<file path="config.mk">
export PLATFORM = sky130hd
export DESIGN_NAME = rrc_corner_pipe
export DESIGN_NICKNAME = d
export VERILOG_FILES = /design/src/rtl/core/rrc_pkg.sv /design/src/rtl/core/rrc_corner_pipe.sv
export VERILOG_INCLUDE_DIRS = /design/src /design/src/rtl/core
export SDC_FILE = /design/constraint.sdc
export NUM_CORES = 2
export LEC_CHECK = 0
export ABC_AREA = 1
export CAP_MARGIN = 20
export CORE_MARGIN = 2
export CORE_UTILIZATION = 45
export DETAILED_ROUTE_END_ITERATION = 10
export DONT_BUFFER_PORTS = 1
export GPL_TIMING_DRIVEN = 0
export SLEW_MARGIN = 10
export SYNTH_ARGS = -nofsm -noshare
export SYNTH_HDL_FRONTEND = slang
export SYNTH_SLANG_ARGS = --single-unit
</file>
<file path="constraint.sdc">
create_clock -name clk -period 11.3 [get_ports clk]
set_input_delay 2.26 -clock clk [delete_from_list [all_inputs] [get_ports clk]]
set_output_delay 2.26 -clock clk [all_outputs]
set_load 0.02 [all_outputs]
</file>
<file path="src/rtl/core/rotated_rect_corner_generator_defines.svh">
`ifndef ROTATED_RECT_CORNER_GENERATOR_DEFINES_SVH
`define ROTATED_RECT_CORNER_GENERATOR_DEFINES_SVH

// Same-cycle implication, sampled on clk, off while rst is high.
`define RRC_ASSERT(lbl, ante, cons, msg) \
  lbl: assert property (@(posedge clk) disable iff (rst) (ante) |-> (cons)) else $error(msg);

// Next-cycle implication, sampled on clk, off while rst is high.
`define RRC_ASSERT_NEXT(lbl, ante, cons, msg) \
  lbl: assert property (@(posedge clk) disable iff (rst) (ante) |=> (cons)) else $error(msg);

`endif

</file>
<file path="src/rtl/core/rrc_pkg.sv">
`default_nettype none

package rrc_pkg;

  localparam int SINE_TABLE_DEPTH = 256;
  localparam int ROM_AW  = $clog2(SINE_TABLE_DEPTH);
  localparam int IDX_W   = ROM_AW + 1;
  localparam int PHASE_W = 14 + IDX_W;

  localparam logic [15:0] CFG_RESET = 16'd4096;

  // widths of the fixed-point datapath
  localparam int CW = 35;  // center, 17 fraction bits
  localparam int HW = 31;  // half extent, unsigned, 17 fraction bits
  localparam int TW = 48;  // rotated half-extent term, 31 fraction bits
  localparam int PW = 49;  // sum of two terms
  localparam int VW = 50;  // full virtual corner, 31 fraction bits
  localparam int QW = 31;  // virtual corner, 12 fraction bits
  localparam int MW = 48;  // after virtual-to-real scale, 24 fraction bits
  localparam int OW = 28;  // real corner before saturation, 4 fraction bits

  typedef enum logic [1:0] {
    REG_RTV_X = 2'd0,
    REG_RTV_Y = 2'd1,
    REG_VTR_X = 2'd2,
    REG_VTR_Y = 2'd3
  } cfg_reg_t;

  localparam logic [1:0] LAST_CORNER = 2'd3;

  typedef struct packed {
    logic signed [15:0] left_x;
    logic signed [15:0] top_y;
    logic        [14:0] rect_width;
    logic        [14:0] rect_height;
    logic        [15:0] turn_angle;
  } rect_in_t;

  typedef struct packed {
    logic signed [15:0] vertex_x;
    logic signed [15:0] vertex_y;
    logic        [1:0]  corner_number;
    logic               last_corner;
  } vertex_out_t;

  // one corner request: rectangle center, rotated extents, which corner
  typedef struct packed {
    logic signed [CW-1:0] cx;
    logic signed [CW-1:0] cy;
    logic signed [TW-1:0] c_hw;
    logic signed [TW-1:0] s_hh;
    logic signed [TW-1:0] c_hh;
    logic signed [TW-1:0] s_hw;
    logic        [1:0]    corner;
  } corner_req_t;

  typedef logic [14:0] sine_rom_t [SINE_TABLE_DEPTH];

  // Taylor series divisors (2n)(2n+1) for n = 1..8
  localparam longint TAYLOR_DEN [8] = '{64'sd6, 64'sd20, 64'sd42, 64'sd72,
                                        64'sd110, 64'sd156, 64'sd210, 64'sd272};

  // Quarter-wave sine in Q1.14 from a Q2.30 Taylor series, built at elaboration.
  function automatic sine_rom_t build_sine_rom();
    sine_rom_t rom;
    longint    x;
    longint    x2;
    longint    term;
    longint    sum;
    for (int k = 0; k < SINE_TABLE_DEPTH; k++) begin
      x    = (64'sd1686629713 * longint'(k)) / SINE_TABLE_DEPTH;
      x2   = (x * x) >>> 30;
      term = x;
      sum  = x;
      for (int n = 1; n <= 8; n++) begin
        term = (term * x2) >>> 30;
        term = term / TAYLOR_DEN[n - 1];
        if (n % 2 == 1) begin
          sum = sum - term;
        end else begin
          sum = sum + term;
        end
      end
      if (sum < 0) begin
        sum = 0;
      end
      if (sum > (64'sd1 <<< 30)) begin
        sum = 64'sd1 <<< 30;
      end
      rom[k] = 15'((sum + 64'sd32768) >>> 16);
    end
    return rom;
  endfunction

  localparam sine_rom_t SINE_ROM = build_sine_rom();

  // sin of a 16-bit binary angle, Q1.14
  function automatic logic signed [15:0] sine_q14(input logic [15:0] angle);
    logic [1:0]         quad;
    logic [13:0]        phase;
    logic [PHASE_W-1:0] scaled;
    logic [IDX_W-1:0]   idx;
    logic [14:0]        mag;
    quad   = angle[15:14];
    phase  = angle[13:0];
    scaled = PHASE_W'(phase) * PHASE_W'(SINE_TABLE_DEPTH) + PHASE_W'(8192);
    idx    = scaled[PHASE_W-1:14];
    if (quad[0]) begin
      idx = IDX_W'(SINE_TABLE_DEPTH) - idx;
    end
    if (idx >= IDX_W'(SINE_TABLE_DEPTH)) begin
      mag = 15'd16384;
    end else begin
      mag = SINE_ROM[idx[ROM_AW-1:0]];
    end
    return quad[1] ? -$signed({1'b0, mag}) : $signed({1'b0, mag});
  endfunction

endpackage

`default_nettype wire

</file>
<file path="src/rtl/core/rrc_corner_pipe.sv">
`default_nettype none
`include "rotated_rect_corner_generator_defines.svh"

module rrc_corner_pipe (
  input  wire logic                clk,
  input  wire logic                rst,
  input  wire logic                cin_valid,
  output logic                     cin_ready,
  input  wire rrc_pkg::corner_req_t cin,
  input  wire logic [15:0]         vtr_x,
  input  wire logic [15:0]         vtr_y,
  output logic                     out_valid,
  input  wire logic                out_ready,
  output rrc_pkg::vertex_out_t     out_data
);
  import rrc_pkg::*;

  // stage A: signed sum of the two rotated extent terms
  logic                 va;
  logic signed [CW-1:0] a_cx;
  logic signed [CW-1:0] a_cy;
  logic signed [PW-1:0] a_px;
  logic signed [PW-1:0] a_py;
  logic [1:0]           a_corner;
  // stage B: virtual corner rounded to 12 fraction bits
  logic                 vb;
  logic signed [QW-1:0] b_qx;
  logic signed [QW-1:0] b_qy;
  logic [1:0]           b_corner;
  // stage C: scaled back to real space
  logic                 vc;
  logic signed [MW-1:0] c_mx;
  logic signed [MW-1:0] c_my;
  logic [1:0]           c_corner;

  logic rdy_a;
  logic rdy_b;
  logic rdy_c;
  logic rdy_d;

  assign rdy_d     = !out_valid || out_ready;
  assign rdy_c     = !vc || rdy_d;
  assign rdy_b     = !vb || rdy_c;
  assign rdy_a     = !va || rdy_b;
  assign cin_ready = rdy_a;

  // corner sign order (-,-), (+,-), (+,+), (-,+)
  logic                 neg_x;
  logic                 neg_y;
  logic signed [TW-1:0] t_chw;
  logic signed [TW-1:0] t_shh;
  logic signed [TW-1:0] t_chh;
  logic signed [TW-1:0] t_shw;

  always_comb begin
    neg_x = (cin.corner == 2'd0) || (cin.corner == 2'd3);
    neg_y = (cin.corner == 2'd0) || (cin.corner == 2'd1);
    t_chw = neg_x ? -cin.c_hw : cin.c_hw;
    t_shh = neg_y ? cin.s_hh : -cin.s_hh;
    t_chh = neg_y ? -cin.c_hh : cin.c_hh;
    t_shw = neg_x ? -cin.s_hw : cin.s_hw;
  end

  always_ff @(posedge clk) begin
    if (rst) begin
      va <= 1'b0;
    end else if (rdy_a) begin
      va <= cin_valid;
    end
  end

  always_ff @(posedge clk) begin
    if (rdy_a && cin_valid) begin
      a_cx     <= cin.cx;
      a_cy     <= cin.cy;
      a_px     <= PW'(t_chw) + PW'(t_shh);
      a_py     <= PW'(t_chh) + PW'(t_shw);
      a_corner <= cin.corner;
    end
  end

  logic signed [VW-1:0] vx;
  logic signed [VW-1:0] vy;

  // center * 2^14 plus terms, plus half an LSB of the 19-bit drop
  always_comb begin
    vx = $signed({a_cx[CW-1], a_cx, 14'd0}) + VW'(a_px) + $signed(VW'(1) <<< 18);
    vy = $signed({a_cy[CW-1], a_cy, 14'd0}) + VW'(a_py) + $signed(VW'(1) <<< 18);
  end

  always_ff @(posedge clk) begin
    if (rst) begin
      vb <= 1'b0;
    end else if (rdy_b) begin
      vb <= va;
    end
  end

  always_ff @(posedge clk) begin
    if (rdy_b && va) begin
      b_qx     <= vx[VW-1:19];
      b_qy     <= vy[VW-1:19];
      b_corner <= a_corner;
    end
  end

  always_ff @(posedge clk) begin
    if (rst) begin
      vc <= 1'b0;
    end else if (rdy_c) begin
      vc <= vb;
    end
  end

  always_ff @(posedge clk) begin
    if (rdy_c && vb) begin
      c_mx     <= b_qx * $signed({1'b0, vtr_x});
      c_my     <= b_qy * $signed({1'b0, vtr_y});
      c_corner <= b_corner;
    end
  end

  logic signed [MW-1:0] rx;
  logic signed [MW-1:0] ry;
  logic signed [OW-1:0] ox;
  logic signed [OW-1:0] oy;
  logic signed [15:0]   sat_x;
  logic signed [15:0]   sat_y;

  always_comb begin
    rx = c_mx + $signed(MW'(1) <<< 19);
    ry = c_my + $signed(MW'(1) <<< 19);
    ox = rx[MW-1:20];
    oy = ry[MW-1:20];
    if (ox > OW'(32767)) begin
      sat_x = 16'sh7fff;
    end else if (ox < -OW'(32768)) begin
      sat_x = -16'sh8000;
    end else begin
      sat_x = ox[15:0];
    end
    if (oy > OW'(32767)) begin
      sat_y = 16'sh7fff;
    end else if (oy < -OW'(32768)) begin
      sat_y = -16'sh8000;
    end else begin
      sat_y = oy[15:0];
    end
  end

  always_ff @(posedge clk) begin
    if (rst) begin
      out_valid <= 1'b0;
    end else if (rdy_d) begin
      out_valid <= vc;
    end
  end

  always_ff @(posedge clk) begin
    if (rdy_d && vc) begin
      out_data.vertex_x      <= sat_x;
      out_data.vertex_y      <= sat_y;
      out_data.corner_number <= c_corner;
      out_data.last_corner   <= (c_corner == LAST_CORNER);
    end
  end

  `RRC_ASSERT_NEXT(a_stage_a_hold, va && !rdy_b, va && $stable(a_px) && $stable(a_corner), "stage A lost data on stall")
  `RRC_ASSERT_NEXT(a_stage_b_hold, vb && !rdy_c, vb && $stable(b_qx) && $stable(b_qy), "stage B lost data on stall")
  `RRC_ASSERT(a_last_flag, out_valid, out_data.last_corner == (out_data.corner_number == LAST_CORNER), "last flag mismatch")

endmodule

`default_nettype wire
</file>
### Word level (Yosys, flattened, before mapping)

Cells that the tools add are included.

* register bits: 371

* order comparisons: 4
* equality and inequality tests: 3
* reduce and logical (&&, ||, !) cells: 15
* add/subtract/negate cells: 12
* multipliers: 2
* mux-type cells: 6

Operator list (number)
* 48-bit two-way mux: 4
* 48-bit negation: 4
* 49-bit by 49-bit adder with 50-bit output: 2
* 50-bit by 20-bit adder with 50-bit output (second input constant): 2
* 48-bit by 48-bit adder with 49-bit output: 2
* 48-bit by 21-bit adder with 48-bit output (second input constant): 2
* 31-bit by 17-bit multiplier with 48-bit output: 2
* 28-bit by 16-bit greater-than comparator with 1-bit output (second input constant): 2
* 28-bit by 16-bit less-than comparator with 1-bit output (second input constant): 2
* 16-bit two-way mux: 2
* 1-bit logical OR: 6
* 2-bit equality test (second input constant): 2
* 1-bit logical AND: 4
* 1-bit logical NOT: 4
* 2-bit by 1-bit equality test with 1-bit output (second input constant): 1
* 2-bit logical NOT: 1

### Longest topological paths before layout

* word-level depth: 6
* depth in mapped cells: 27
* depth with buffers taken out: 26

### Worst setup path before layout

Ideal clock, no wire load.

* path kind: in2reg
* from: input out_ready
* to: register a_corner[0] (enable)
* arrival time: 8.570 ns
* path slack: 2.082 ns
* stages on the path: 8
* path buffers: 0
* setup time: 0.648 ns
* cells stage by stage: nor2_1 -> inv_1 -> nor2_1 -> inv_1 -> nor2_1 -> inv_1 -> nor2_1 -> nor2_1

* cells in the longest elaborated chain, start to end: 5

RTL lines
* start, declared: line rrc_corner_pipe.sv:13 `input wire logic out_ready,`
* 1-bit logical OR: line rrc_corner_pipe.sv:41 `assign rdy_d = !out_valid || out_ready;`
* 1-bit logical OR: line rrc_corner_pipe.sv:42 `assign rdy_c = !vc || rdy_d;`
* 1-bit logical OR: line rrc_corner_pipe.sv:43 `assign rdy_b = !vb || rdy_c;`
* 1-bit logical OR: line rrc_corner_pipe.sv:44 `assign rdy_a = !va || rdy_b;`
* 1-bit logical AND: line rrc_corner_pipe.sv:73 `if (rdy_a && cin_valid) begin`
* end signal, assigned: line rrc_corner_pipe.sv:78 `a_corner <= cin.corner;`
* end, declared: line rrc_corner_pipe.sv:24 `logic [1:0] a_corner;`

No other way between the ends.
A chain may end at the register's enable or synchronous reset.

### Worst setup path after layout

* from: input vtr_y[2]
* to: register c_my[47], data pin

* cells in the longest elaborated chain, start to end: 1

RTL lines
* start, declared: line rrc_corner_pipe.sv:11 `input wire logic [15:0] vtr_y,`
* 31-bit by 17-bit multiplier with 48-bit output: line rrc_corner_pipe.sv:118 `c_my <= b_qy * $signed({1'b0, vtr_y});`
* end signal, assigned: line rrc_corner_pipe.sv:118
* end, declared: line rrc_corner_pipe.sv:33 `logic signed [MW-1:0] c_my;`

No other way between the ends.

==> summary.md <==
| Metric | Value |
|---|---|
| Outcome | complete, but fails checks |
| Violated checks | DRC |
| Seq/Total Area, Yosys | 0.140 |
| Post-synthesis compound-gate area fraction | 0.0673 |
| Vias in the first global route | 58,700 |
| First-pass GRT wire length | about 350 mm |
| Clock Tree Buf Depth | 3 |
| Final core area utilization | 0.481 |
| Highest routed layer | met5 |
| CTS clock-pin slew for the worst setup and hold paths | 0.05 ns |
| PortBufs | 0 |
| Vias | about 57,000 |
| Fin. max-slew vios | 0 |
| Worst hold slack | 0.417 ns |
| CP endpoint kind | flop |
| Adder-cell area share of the yosys netlist | 0.380 |
| Area contributors post-synth | fa_1 29%, edfxtp_1 14%, nand2_1 13% |
| Max Cap Violations | 0 |
| WL met1 | 94.2 mm |
| Initial Util | 0.453 |
| Routability cong. | roughly 1.0 |
| Unrepaired setup endpoints after global routing | false |
| Synth unique cells | 48 |
| GRT Util Overall | 0.318 |
| Area Growth Syn to Fin | 6.11% |
| Final Hold Fails | 0 |
| Clk_skew | 0.0452 ns |
| Max Fclk | 121 MHz |
| Async set-reset flop share out of synthesis | 0 |
| Main combinational cell family by area after synthesis | adder cells |
| R2r startpoint | b_qx[17] |
| Synth Area in XOR/XNOR | 0.0499 |
| CP Data Required Time | between 10 and 15 ns |
| Max incr delay on CP | around 0.79 ns |
| Number of buffers created by CTS | 41 |
| Clk Latency, worst-skew pair | about 0.65 ns |
| Post-Synth Simple-Gate Area | 0.223 |
| Cell mode on critical path | fa_1 |
| Main synth FF type | edfxtp_1 |
| Synth area leader | fa_1 |
| Mean Syn Cell Area | 7.30 um^2 |
| Row cnt | roughly 140 |
| Final ANT Viol Nets | 0 |
| Worst path slowest cell | fa_1 |
| Hold buffer count at CTS | 0 |
| Drt first pass iters | 11 |
| Worst slew margin | 0.285 |
| Crit path launch type | primary input |
| Worst r2r path cells | 22 |
| Worst Path Class, Setup | primary input to flop |
| Crit path time final | between 8 and 9 ns |
| EDFF count, synth | approximately 300 |
| Setup bufs post-CTS | 0 |
| Number of remaining DRC errors | 9 |
| # IOs | around 340 |
| Netlist Area Pre-Place | 65,100 um^2 |
| Routed length on met2 | roughly 110 mm |
| Worst slew pin tran | approximately 1.1 ns |
| DR vias/cell | ~5.2 |
| Proportion of synthesized area in mux cells | 0 |
| Worst Path Max Fanout | 10 |
| Ys Warns | 0 |
| Hold-critical path depth | 0 |
| WL met3 | slightly below 20 mm |
| CTS resizes | 0 |
| CTS tree | done |
| Cell count after synthesis | approximately 8,900 |
| Die width | just under 400 um |
| H-tree levels | 2 |
| Antenna violations before repair | 5 |
| NumNets Final | about 11,000 |
| Core Area | 144,000 um^2 |
| Die Area | around 150,000 um^2 |
| DRT Wirelength | about 230 mm |
| Largest net degree at the start of global routing | between 60 and 70 |
| Final setup viols | 0 |
| Period utilisation layout | 0.730 |
| Height of the die | roughly 380 um |
| Post-DP HPWL | around 200 mm |
| Filler cell count | approximately 15,000 |
| Clock sink count | between 300 and 400 |
| Yosys top cell area share | 0.291 |
| CP arrival | between 8 and 9 ns |
| CTS root buffer | clkbuf_16 |
| Remaining global-route overflow | 0 |
| Total nets after synthesis | 10,600 |
| Type of the worst min-delay path | flop to flop |
| Critical Path End | c_my[47] |
| Flop-to-flop setup slack | around 3.9 ns |
| CP startpoint | vtr_y[2] |
| CP Cell Sequence | clkbuf_1 > nand2_1 > fa_1 > fa_1 > inv_1 > fa_1 > fa_1 > fa_1 > inv_1 > fa_1 > inv_1 > ha_1 > nand2_1 > nor2_1 > inv_1 > nor4_1 > nand3_1 > nand3_1 > xnor2_1 |
| Reg2reg end | c_mx[45] |
| WL/cell | 21.4 um |
| Share of cells above drive strength 1 | 0.0132 |
| Register bit total from synthesis | ~310 |
| First DRT Iteration DRCs | about 4,700 |
## routing by layer
layer  GRT usage  vias to the layer above
met2       0.532                     2129
met4       0.132                        6
met3      0.0652                      412
met5           0                        -
met1       0.400                    27500
li1            -                    26900
## worst min-delay path by stage
stage	slack [ns]	to	startpoint
global placement	0.40	b_corner[1]	a_corner[1]
finish	0.42	b_corner[0]	a_corner[0]
detailed placement	0.41	b_corner[0]	a_corner[0]
CTS	0.42	b_corner[0]	a_corner[0]
global route	0.43	c_corner[0]	b_corner[0]
floorplan	0.40	b_corner[0]	a_corner[0]
## registers in the layout, indices dropped and copies added (netlist names)
register,cells
a_cx,35
b_qx,31
out_valid,1
vc,1
b_qy,31
a_corner,2
a_py,35
out_data,35
a_cy,35
c_mx,29
c_corner,2
b_corner,2
a_px,35
va,1
c_my,29
vb,1
## cells by family (layout without fill, tap and decap cells)
group | count (synthesis) | after routing
AND/OR/NAND/NOR | 3629 | 3629
AO/OA/AOI/OAI | 788 | 788
buffers and inverters | 2410 | 2492
adder cells (fa/ha/maj) | 1408 | 1408
other | 0 | 3
flip-flops | 305 | 305
XOR/XNOR | 371 | 371
## through the flow
stage | TNS [ns] | instance area, um^2 | worst slack [ns] | std cells
finish | 0 | 69100 | 3.05 | 10900
global route | 0 | 69100 | 2.73 | 10900
CTS | 0 | 69000 | 3.12 | 10900
detailed placement | 0 | 67700 | 2.47 | 10800
global placement | -180.72 | 67500 | -1.29 | 10800
floorplan | 0 | 65100 | 2.08 | 8911
## synthesized netlist by cell type (4+ instances only)
cell type  instances
o21ai_1            4
nor2_1           823
nand2_2            4
o21bai_1          48
xnor2_1          109
nor3_1           101
nor4_1            33
nand4_1           66
a21boi_0          17
nand3_1          280
nor3_2             8
edfxtp_1         301
xor2_1           262
o211ai_1           8
a21oi_1          348
ha_1             462
clkbuf_1         236
dfxtp_1            4
o31ai_1            9
a21o_1            37
or2_2              9
fa_1             946
buf_1              4
nand2_1         2269
and3_1            15
a31oi_1           50
inv_1           2164
o21ai_0          240
o21a_1            19
nor2_2             9
## worst max-delay path: cells and delay by family
family                     cells  cell delay, ns
xor gates and xnor gates       1            0.12
adders and majority gates      7            3.78
buffers and inverters          5            1.08
and+or+nand+nor                6            1.31
## final cells by class
cell class                      count  area, um^2  area share
Multi-Input combinational cell   6196       46900       0.679
Sequential cell                   305        9120       0.132
Inverter                         2166        8140       0.118
Tap cell                         1903        2380      0.0345
Clock buffer                       43        1050      0.0153
Buffer                            244         938      0.0136
Clock inverter                     31         337     0.00487
Timing Repair Buffer                8         175     0.00254
Antenna cell                        3        7.51    0.000109
## cell usage in the layout, fill, tap and decap left out, types with 50 or more instances in the layout
| cell | count |
|---|---|
| nor2_1 | 821 |
| xor2_1 | 262 |
| a21oi_1 | 348 |
| a31oi_1 | 50 |
| clkbuf_1 | 237 |
| nand2_1 | 2269 |
| nand3_1 | 280 |
| o21ai_0 | 240 |
| fa_1 | 946 |
| nand4_1 | 66 |
| inv_1 | 2162 |
| edfxtp_1 | 301 |
| nor3_1 | 101 |
| xnor2_1 | 109 |
| ha_1 | 462 |
Power is left out: the tool's default activity adds up to more than one toggle a clock period on the data nets, which glitch-free logic cannot reach.
